$ cat src/rtl/core/max_heap_priority_queue_defines.svh
// ----------------------------------------------------------------------------
// Max-heap priority queue assertion macros
// Shared concurrent assertion forms, clocked on aclk and held off in reset.
// ----------------------------------------------------------------------------
`ifndef MAX_HEAP_PRIORITY_QUEUE_DEFINES_SVH
`define MAX_HEAP_PRIORITY_QUEUE_DEFINES_SVH

// Same-cycle implication
`define MPH_ASSERT_NOW(lbl, ante, cons, msg) \
    lbl: assert property (@(posedge aclk) disable iff (!aresetn) (ante) |-> (cons)) \
        else $error(msg);

// Next-cycle implication
`define MPH_ASSERT_NEXT(lbl, ante, cons, msg) \
    lbl: assert property (@(posedge aclk) disable iff (!aresetn) (ante) |=> (cons)) \
        else $error(msg);

`endif

$ cat src/rtl/core/mph_pkg.sv
// ----------------------------------------------------------------------------
// Max-heap priority queue package
// Payload types, status and function codes, and sequencer states.
// ----------------------------------------------------------------------------
package mph_pkg;

    localparam int HEAP_DEPTH_DEF = 256;
    localparam int KEY_W          = 32;
    localparam int COUNT_W        = 8;

    localparam logic signed [KEY_W-1:0] EMPTY_KEY = -32'sd1;

    typedef enum logic {
        FN_PUSH = 1'b0,
        FN_POP  = 1'b1
    } mph_func_t;

    typedef enum logic [1:0] {
        ST_PUSHED   = 2'd0,
        ST_OVERFLOW = 2'd1,
        ST_POPPED   = 2'd2,
        ST_EMPTY    = 2'd3
    } mph_status_t;

    typedef struct packed {
        mph_func_t               func;
        logic signed [KEY_W-1:0] key_in;
    } mph_in_t;

    typedef struct packed {
        logic signed [KEY_W-1:0] key_out;
        mph_status_t             status;
        logic [COUNT_W-1:0]      count;
    } mph_out_t;

    typedef enum logic [3:0] {
        S_IDLE,
        S_P_RD,
        S_P_CMP,
        S_Q_TOP,
        S_Q_LAST,
        S_Q_GETLAST,
        S_Q_CHK,
        S_Q_RDR,
        S_Q_SEL,
        S_Q_CMP,
        S_DONE
    } mph_state_t;

endpackage

$ cat src/rtl/core/mph_seq.sv
// ----------------------------------------------------------------------------
// Heap sequencer
// Runs sift-up and sift-down over the key store with one shared comparator.
// ----------------------------------------------------------------------------
`include "max_heap_priority_queue_defines.svh"

module mph_seq
    import mph_pkg::*;
#(
    parameter int DEPTH = HEAP_DEPTH_DEF,
    parameter int AW    = $clog2(DEPTH)
) (
    input  logic             aclk,
    input  logic             aresetn,
    input  logic             in_valid,
    output logic             in_ready,
    input  mph_in_t          in_data,
    output logic             res_valid,
    input  logic             res_ready,
    output mph_out_t         res_data,
    output logic             ram_we,
    output logic [AW-1:0]    ram_waddr,
    output logic [KEY_W-1:0] ram_wdata,
    output logic [AW-1:0]    ram_raddr,
    input  logic [KEY_W-1:0] ram_rdata
);

    localparam logic [AW-1:0] CNT_MAX = AW'(DEPTH - 1);
    localparam logic [AW-1:0] ROOT    = AW'(1);

    mph_state_t        state_reg, state_next;
    logic [AW-1:0]     cnt_reg, cnt_next;
    logic [AW-1:0]     pos_reg, pos_next;
    logic [AW-1:0]     kid_idx_reg, kid_idx_next;
    logic [KEY_W-1:0]  key_reg, key_next;
    logic [KEY_W-1:0]  kid_reg, kid_next;
    logic [KEY_W-1:0]  top_reg, top_next;
    mph_status_t       status_reg, status_next;

    logic [AW:0]       left_idx, right_idx;
    logic              left_ok, right_ok;
    logic [KEY_W-1:0]  cmp_a, cmp_b;
    logic              cmp_gt;

    // Child indexes and their bounds against the live count
    assign left_idx  = {pos_reg, 1'b0};
    assign right_idx = {pos_reg, 1'b1};
    assign left_ok   = ({1'b0, cnt_reg} >= left_idx);
    assign right_ok  = ({1'b0, cnt_reg} >= right_idx);

    // Shared signed comparator, operands picked by state
    always_comb begin
        case (state_reg)
            S_P_CMP: begin
                cmp_a = key_reg;
                cmp_b = ram_rdata;
            end
            S_Q_SEL: begin
                cmp_a = ram_rdata;
                cmp_b = kid_reg;
            end
            default: begin
                cmp_a = kid_reg;
                cmp_b = key_reg;
            end
        endcase
    end
    assign cmp_gt = $signed(cmp_a) > $signed(cmp_b);

    // Next state
    always_comb begin
        state_next = state_reg;
        case (state_reg)
            S_IDLE: begin
                if (in_valid) begin
                    if (in_data.func == FN_PUSH) begin
                        state_next = (cnt_reg == CNT_MAX) ? S_DONE : S_P_RD;
                    end else begin
                        state_next = (cnt_reg == '0) ? S_DONE : S_Q_TOP;
                    end
                end
            end
            S_P_RD:      state_next = (pos_reg == ROOT) ? S_DONE : S_P_CMP;
            S_P_CMP:     state_next = cmp_gt ? S_P_RD : S_DONE;
            S_Q_TOP:     state_next = S_Q_LAST;
            S_Q_LAST:    state_next = S_Q_GETLAST;
            S_Q_GETLAST: state_next = S_Q_CHK;
            S_Q_CHK:     state_next = left_ok ? S_Q_RDR : S_DONE;
            S_Q_RDR:     state_next = S_Q_SEL;
            S_Q_SEL:     state_next = S_Q_CMP;
            S_Q_CMP:     state_next = cmp_gt ? S_Q_CHK : S_DONE;
            S_DONE:      state_next = res_ready ? S_IDLE : S_DONE;
            default:     state_next = S_IDLE;
        endcase
    end

    // Outputs: handshake, store access and result
    always_comb begin
        in_ready  = (state_reg == S_IDLE);
        res_valid = (state_reg == S_DONE);
        ram_we    = 1'b0;
        ram_waddr = pos_reg;
        ram_wdata = key_reg;
        ram_raddr = pos_reg;
        case (state_reg)
            S_P_RD: begin
                ram_raddr = pos_reg >> 1;
                ram_we    = (pos_reg == ROOT);
            end
            S_P_CMP: begin
                ram_we    = 1'b1;
                ram_wdata = cmp_gt ? ram_rdata : key_reg;
            end
            S_Q_TOP:  ram_raddr = ROOT;
            S_Q_LAST: ram_raddr = cnt_reg;
            S_Q_CHK: begin
                ram_raddr = left_idx[AW-1:0];
                ram_we    = !left_ok;
            end
            S_Q_RDR:  ram_raddr = right_idx[AW-1:0];
            S_Q_CMP: begin
                ram_we    = 1'b1;
                ram_wdata = cmp_gt ? kid_reg : key_reg;
            end
            default: begin
                ram_we = 1'b0;
            end
        endcase
        res_data.status = status_reg;
        res_data.count  = COUNT_W'(cnt_reg);
        case (status_reg)
            ST_POPPED: res_data.key_out = top_reg;
            ST_EMPTY:  res_data.key_out = EMPTY_KEY;
            default:   res_data.key_out = '0;
        endcase
    end

    // Datapath next values
    always_comb begin
        cnt_next     = cnt_reg;
        pos_next     = pos_reg;
        kid_idx_next = kid_idx_reg;
        key_next     = key_reg;
        kid_next     = kid_reg;
        top_next     = top_reg;
        status_next  = status_reg;
        case (state_reg)
            S_IDLE: begin
                if (in_valid) begin
                    key_next = in_data.key_in;
                    if (in_data.func == FN_PUSH) begin
                        if (cnt_reg == CNT_MAX) begin
                            status_next = ST_OVERFLOW;
                        end else begin
                            status_next = ST_PUSHED;
                            cnt_next    = cnt_reg + 1'b1;
                            pos_next    = cnt_reg + 1'b1;
                        end
                    end else begin
                        status_next = (cnt_reg == '0) ? ST_EMPTY : ST_POPPED;
                    end
                end
            end
            S_P_CMP: begin
                if (cmp_gt) begin
                    pos_next = pos_reg >> 1;
                end
            end
            S_Q_LAST: top_next = ram_rdata;
            S_Q_GETLAST: begin
                key_next = ram_rdata;
                cnt_next = cnt_reg - 1'b1;
                pos_next = ROOT;
            end
            S_Q_RDR: begin
                kid_next     = ram_rdata;
                kid_idx_next = left_idx[AW-1:0];
            end
            S_Q_SEL: begin
                if (right_ok && cmp_gt) begin
                    kid_next     = ram_rdata;
                    kid_idx_next = right_idx[AW-1:0];
                end
            end
            S_Q_CMP: begin
                if (cmp_gt) begin
                    pos_next = kid_idx_reg;
                end
            end
            default: begin
                cnt_next = cnt_reg;
            end
        endcase
    end

    // Control registers
    always_ff @(posedge aclk) begin
        if (!aresetn) begin
            state_reg <= S_IDLE;
            cnt_reg   <= '0;
        end else begin
            state_reg <= state_next;
            cnt_reg   <= cnt_next;
        end
    end

    // Working registers
    always_ff @(posedge aclk) begin
        pos_reg     <= pos_next;
        kid_idx_reg <= kid_idx_next;
        key_reg     <= key_next;
        kid_reg     <= kid_next;
        top_reg     <= top_next;
        status_reg  <= status_next;
    end

    `MPH_ASSERT_NOW(a_cnt_bound, 1'b1, cnt_reg <= CNT_MAX, "entry count above capacity")
    `MPH_ASSERT_NOW(a_no_slot0, ram_we, ram_waddr != '0, "write to unused slot zero")
    `MPH_ASSERT_NEXT(a_push_grow,
        in_valid && in_ready && in_data.func == FN_PUSH && cnt_reg != CNT_MAX,
        cnt_reg == $past(cnt_reg) + 1'b1, "push did not grow the heap")
    `MPH_ASSERT_NEXT(a_pop_shrink, state_reg == S_Q_GETLAST,
        cnt_reg == $past(cnt_reg) - 1'b1, "pop did not shrink the heap")

endmodule

$ cat config.mk
export PLATFORM = sky130hd
export DESIGN_NAME = mph_seq
export DESIGN_NICKNAME = d
export VERILOG_FILES = /design/src/rtl/core/mph_pkg.sv /design/src/rtl/core/mph_seq.sv
export VERILOG_INCLUDE_DIRS = /design/src /design/src/rtl/core
export SDC_FILE = /design/constraint.sdc
export NUM_CORES = 1
export LEC_CHECK = 0
export ABC_AREA = 1
export BUFFER_PORTS_ARGS = -buffer_cell sky130_fd_sc_hd__buf_2
export CORE_ASPECT_RATIO = 1.5
export CORE_MARGIN = 2
export CORE_UTILIZATION = 35
export CTS_CLUSTER_DIAMETER = 30
export DETAILED_ROUTE_END_ITERATION = 10
export GPL_ROUTABILITY_DRIVEN = 0
export GPL_TIMING_DRIVEN = 0
export PLACE_DENSITY = 0.53
export SKIP_LAST_GASP = 1
export SLEW_MARGIN = 10
export SYNTH_ARGS = -nofsm -noshare
export SYNTH_HDL_FRONTEND = slang
export SYNTH_SLANG_ARGS = --single-unit
$ cat constraint.sdc
create_clock -name aclk -period 6.1 [get_ports aclk]
set_clock_uncertainty 0.2 [all_clocks]
set_input_delay 0.61 -clock aclk [delete_from_list [all_inputs] [get_ports aclk]]
set_output_delay 0.61 -clock aclk [all_outputs]
set_load 0.01 [all_outputs]
# After elaboration in Yosys (flattened, before gate mapping)

Index checks and enable logic that the tools add are counted.

Flip-flop bits (word level): 126
Input bits: 69
Output and inout bits: 93
Word-level logic and storage cells: 80

Add/subtract/negate cells: 2
$lt $le $gt $ge: 3
Equality and inequality tests: 20
Multiplexer cells: 34
Reduce and logical (&&, ||, !) cells: 13

Operator list:

| kind                                                 | count |
|---|---|
| one-hot mux 32 bit (2 select lines)                  | 6 |
| 2-to-1 mux 32 bit                                    | 4 |
| 2-to-1 mux 8 bit                                     | 6 |
| one-hot mux 4 bit (11 select lines)                  | 1 |
| one-hot mux 8 bit (5 select lines)                   | 1 |
| 2-to-1 mux 4 bit                                     | 9 |
| greater-than comparator 32 bit                       | 1 |
| one-hot mux 8 bit (2 select lines)                   | 2 |
| one-hot mux 8 bit (4 select lines)                   | 1 |
| greater-or-equal comparator 8 x 9 -> 1 bit           | 2 |
| equality test 4 x 3 -> 1 bit (second input constant) | 4 |
| equality test 4 bit (second input constant)          | 3 |
| inequality test 2 bit (second input constant)        | 6 |
| adder 8 x 1 -> 8 bit (second input constant)         | 1 |
| equality test 4 x 2 -> 1 bit (second input constant) | 2 |
| equality test 8 x 1 -> 1 bit (second input constant) | 1 |
| equality test 8 bit (second input constant)          | 1 |
| zero test 8 bit                                      | 1 |
| subtractor 8 x 1 -> 8 bit (second input constant)    | 1 |
| AND reduction 2 bit                                  | 3 |
| AND reduction 6 bit                                  | 1 |
| equality test 2 bit (second input constant)          | 2 |
| equality test 4 x 1 -> 1 bit (second input constant) | 1 |
| zero test 4 bit                                      | 1 |
| 9 further kinds                                      | 11 |

# Longest topological paths before layout

Depth in word-level cells: 6
Gate-level depth with buffers: 27
Mapped depth without buffers: 25

# Worst setup path after synthesis

OpenSTA, ideal clock, no wires.

Path kind: reg-to-reg
Start: register state_reg[3]
End: register kid_idx_reg[0], enable pin
Library setup time: 0.755 ns
Arrival: 3.876 ns
Required time: 5.145 ns
Slack: 1.269 ns
Stages on the path, launching flop included: 19
Path buffers: 2
Path through: dfxtp_1 > nor2_1 > inv_1 > nor2_1 > buf_2 > nor2_2 > clkbuf_1 > a21oi_1 > ha_1 > nand2_2 > nor3_2 > and3_4 > nand2_2 > nand2_1 > nand2_2 > nand3_4 > inv_1 > nand3_1 > o21ai_0

Cells in the longest elaborated chain, start to end: 6

RTL lines:

| item                                                                       | line                          | source |
|---|---|---|
| start: declaration                                                         | mph_seq.sv:31                 | `mph_state_t state_reg, state_next;` |
| start signal: assignment                                                   | mph_seq.sv:202                | `state_reg <= state_next;` |
| equality test 4 bit / equality test 4 x 2 -> 1 bit (equally long branches) | mph_seq.sv:53, mph_seq.sv:147 |  |
| one-hot mux 32 bit (2 select lines)                                        | mph_seq.sv:53                 | `case (state_reg)` |
| greater-than comparator 32 bit                                             | mph_seq.sv:68                 | `assign cmp_gt = $signed(cmp_a) > $signed(cmp_b);` |
| logical AND 1 bit                                                          | mph_seq.sv:180                | `if (right_ok && cmp_gt) begin` |
| inequality test 2 bit (no line)                                            | n/a                           |  |
| AND reduction 2 bit (no line) *                                            | n/a                           |  |
| end signal: assignment                                                     | mph_seq.sv:210                | `kid_idx_reg <= kid_idx_next;` |
| end: declaration                                                           | mph_seq.sv:34                 | `logic [AW-1:0] kid_idx_reg, kid_idx_next;` |

Every way passes the cells marked *; elsewhere a longest branch is shown, timed or not.
A chain may end at the register's enable or synchronous reset.

# Final worst setup path

Start: register state_reg[3]
End: output port ram_wdata[6]

Cells in the longest elaborated chain, start to end: 5

RTL lines:

| item                                                                       | line                           | source |
|---|---|---|
| equality test 4 bit / equality test 4 x 2 -> 1 bit (equally long branches) | mph_seq.sv:53, mph_seq.sv:105  |  |
| one-hot mux 32 bit (2 select lines)                                        | mph_seq.sv:53                  |  |
| greater-than comparator 32 bit                                             | mph_seq.sv:68                  |  |
| 2-to-1 mux 32 bit, on equally long branches                                | mph_seq.sv:123, mph_seq.sv:112 |  |
| one-hot mux 32 bit (2 select lines) *                                      | mph_seq.sv:105                 | `case (state_reg)` |
| end: declaration                                                           | mph_seq.sv:23                  | `output logic [KEY_W-1:0] ram_wdata,` |

Marked as above.

==> run_results.csv <==
group,metric,value,unit
placement,dpl.hpwl,24.9,mm
worst_setup_path,crit_slowest_cell,"sky130_fd_sc_hd__nor2_2",
clock_tree,numCtsBuffers,17,
clock_tree,post_cts_resized,0,
detailed_routing,dr.first_iter.drc_count,735,
global_route,global_route.overflow_total,0,
global_route,pin_count_of_the_biggest_net_entering_global_routing,21,
logic_synthesis,synth_xor_area_share,0.589,%
finish,syn2layout_area_growth,21.7,%
sta,timing.final.hold_violations,0,
sta,timing.slew.headroom,47.9,%
clock_tree,cts_setup_buffers,0,
worst_setup_path,length_in_cells_of_the_worst_reg_to_reg_path,16,
logic_synthesis,syn-mean-instance-area,7.86,sq um
job,max_cap_viol_count,0,
worst_setup_path,cpPeakStageDelay,0.46,ns
clock_tree,post_cts_hold_buffer_count,0,
sta,achievable-frequency,184,MHz
logic_synthesis,mappedNetlistArea,0.00893,sq mm
sta,timing_worst_slew_pin_value,0.781,ns
worst_setup_path,critical_path.endpoint,"ram_wdata[6]",
worst_setup_path,critPathTopFamily,"simple AND/OR/NAND/NOR gates",
detailed_routing,routed_via_density,5.52,
sta,finalCriticalPeriod,5.45,ns
floorplanning,die_width,134,um
sta,finalSetupViolations,0,
worst_setup_path,crit_top_cell,"sky130_fd_sc_hd__nand2_2",
clock_tree,cts-htree-levels,4,
logic_synthesis,syn-num-nets,1247,
sta,fin_crit_sh,89.3,%
finish,fin_nets,1431,
logic_synthesis,yosys.area_share.adder,5.89,%
worst_setup_path,worst-path-buf-inv,5,
logic_synthesis,ys_ff_latch,126,
logic_synthesis,ys.flop_type,"sky130_fd_sc_hd__edfxtp_1",
global_route,grt_pass1_wl,50.7,mm
logic_synthesis,yosys-mux-area-fraction,0,%
floorplanning,floorplan.io_pins,162,
clock_tree,cts_clk_pin_slew_worst_paths,0.06,ns
placement,post_dp_cell_area,0.0103,sq mm
logic_synthesis,synth.yosys.seq_area_share,41.0,%
detailed_routing,route.detailed.drc,0,
worst_setup_path,timing.critical_path.depth,20,
global_route,via_count_of_the_first_global_routing_pass,9067,
finish,finish.utilization,43.4,%
finish,filler_cell_count,2648,
floorplanning,design.die.area,0.0268,sq mm
finish,post-route-cell-area,0.0109,sq mm
global_route,grt_antenna_before_repair,0,
hold_path,worst_hold_startpoint,"ram_rdata[12]",
detailed_routing,drtAntennaViolNets,0,
logic_synthesis,postSynth.asyncResetShare,0,%
detailed_routing,postRouteWirelength,33.5,mm
worst_setup_path,critical_path.reg2reg.endpoint,"ram_waddr[0]",
logic_synthesis,netlist_instances,1136,
detailed_routing,drtPass1Iterations,7,
pwr,power.static_leakage,4.97,nW
clock_tree,cts_root_buffer,"sky130_fd_sc_hd__clkbuf_16",
logic_synthesis,number_of_enable_flip_flop_cells_after_synthesis,114,
worst_setup_path,critPathKind,"reg2out",
pwr,power.density,560,mW/mm^2
floorplanning,std_cell_rows,71,
detailed_routing,vias,9168,
floorplanning,chipHeight,200,um
clock_tree,cts_max_path_buffers,2,
worst_setup_path,timing.critical_path.required,5.29,ns
logic_synthesis,yosysUniqueCellTypes,40,
worst_setup_path,reg2reg_slack,1.22,ns
finish,antenna_cells,0,
logic_synthesis,synthSimpleGateAreaFrac,26.5,%
worst_setup_path,critical_path.reg2reg.startpoint,"state_reg[3]",
global_route,groute.usage.overall,25.3,%
pwr,vdd_ir_drop_max,0.000279,V
finish,final_common_cell,"sky130_fd_sc_hd__nand2_1",
clock_tree,clk-insertion-delay-late,0.44,ns
finish,layout.cells.most_common_list,"sky130_fd_sc_hd__nand2_1 (218), sky130_fd_sc_hd__buf_2 (174), sky130_fd_sc_hd__inv_1 (150)",
floorplanning,core_area,0.0251,sq mm
clock_tree,clock_sinks,126,
placement,port-buffer-count,161,
worst_setup_path,startpoint_type,"register",
sta,final_report_max_slew_violation_count,0,
worst_setup_path,crit_fanout,10,
worst_setup_path,setup.worst_path.start,"state_reg[3]",
hold_path,hold_path.class,"in2reg",
logic_synthesis,combinational_family_with_the_most_area_after_synthesis,"simple AND/OR/NAND/NOR gates",
clock_tree,cts_tree,"built",
worst_setup_path,setup.worst_path.end_class,"output port",
worst_setup_path,cp.arrival,4.64,ns
worst_setup_path,critical_path.cell_chain,"nor2_1 > inv_1 > nor2_1 > buf_2 > nor2_2 > clkbuf_1 > a21oi_1 > ha_1 > nand2_2 > nor3_2 > and3_4 > nand2_2 > nand2_1 > nand2_2 > nand3_4 > buf_6 > nand2_1 > nand3_1 > nand3_1 > buf_2",
sta,unrepaired_setup_endpoints_after_global_routing,"false",
floorplanning,initial_utilization,35.6,%
logic_synthesis,synth-compound-area-share,14.5,%
detailed_routing,wl_per_cell,20.2,um
finish,drive_gt1_share,18.9,%
logic_synthesis,yosys_warnings,0,
status,outcome,"completed",
[worst min-delay path by stage]
stage	depth (start not counted)	endpoint
floorplan	2	ram_waddr[7]
finish	1	kid_reg[12]
detailed placement	2	ram_waddr[3]
global route	1	kid_reg[22]
CTS	1	top_reg[15]
global placement	2	ram_waddr[2]
[power by group]
group	leakage (nW)	internal [mW]	switching, mW
logic	3.55	1.29	2.40
registers	1.15	1.16	0.186
clock network	0.278	0.639	0.410
total	4.97	3.08	3.00
[cells by family after synthesis]
kind of cell               count (synthesis)
AOI/OAI and AO/OA                        215
xor gates and xnor gates                   6
adders and majority gates                 42
buffers and inverters                    225
DFF                                      126
and+or+nand+nor                          522
[synthesized netlist by cell type (13+ instances only)]
cell type	instances	area, sq um
sky130_fd_sc_hd__o21ai_0	51	255
sky130_fd_sc_hd__clkbuf_1	33	124
sky130_fd_sc_hd__nand2_1	218	818
sky130_fd_sc_hd__buf_6	16	180
sky130_fd_sc_hd__a21oi_1	69	345
sky130_fd_sc_hd__o22ai_1	39	244
sky130_fd_sc_hd__nor2_1	109	409
sky130_fd_sc_hd__edfxtp_1	114	3420
sky130_fd_sc_hd__ha_1	42	526
sky130_fd_sc_hd__nand4_1	67	419
sky130_fd_sc_hd__inv_1	150	563
sky130_fd_sc_hd__buf_2	13	65.1
sky130_fd_sc_hd__o221ai_1	39	342
sky130_fd_sc_hd__nand3_1	106	531
[metal layers]
| metal | global-route usage, % | routed length, um | vias to the layer above |
|---|---|---|---|
| li1 | - | - | 4345 |
| met1 | 28.9 | 12800 | 4280 |
| met2 | 43.7 | 16700 | 427 |
| met3 | 4.31 | 2160 | 116 |
| met4 | 15.7 | 1870 | 0 |
| met5 | 0 | 0 | - |
[stage by stage]
step           setup WS, ns  hold WS (ns)  setup TNS [ns]  std cells  total power, mW
6_report              0.653         0.176               0       1661             6.08
5_1_grt               0.445         0.166               0       1661             6.51
4_1_cts               0.695         0.163               0       1661             6.07
3_5_place_dp           1.17         0.316               0       1629             5.01
3_3_place_gp          -1.27         0.316          -50.50       1625             4.95
2_1_floorplan          1.27         0.300               0       1136             3.71
[final cells by class]
class / instances / area, sq um / share of cell area, %
Inverter: 155 / 582 / 5.35
Clock buffer: 17 / 425 / 3.91
Timing Repair Buffer: 165 / 908 / 8.36
Tap cell: 328 / 410 / 3.78
Clock inverter: 15 / 171 / 1.58
Sequential cell: 126 / 3660 / 33.7
Multi-Input combinational cell: 785 / 4260 / 39.2
Buffer: 70 / 444 / 4.09
(Power assumes the default switching activity.)
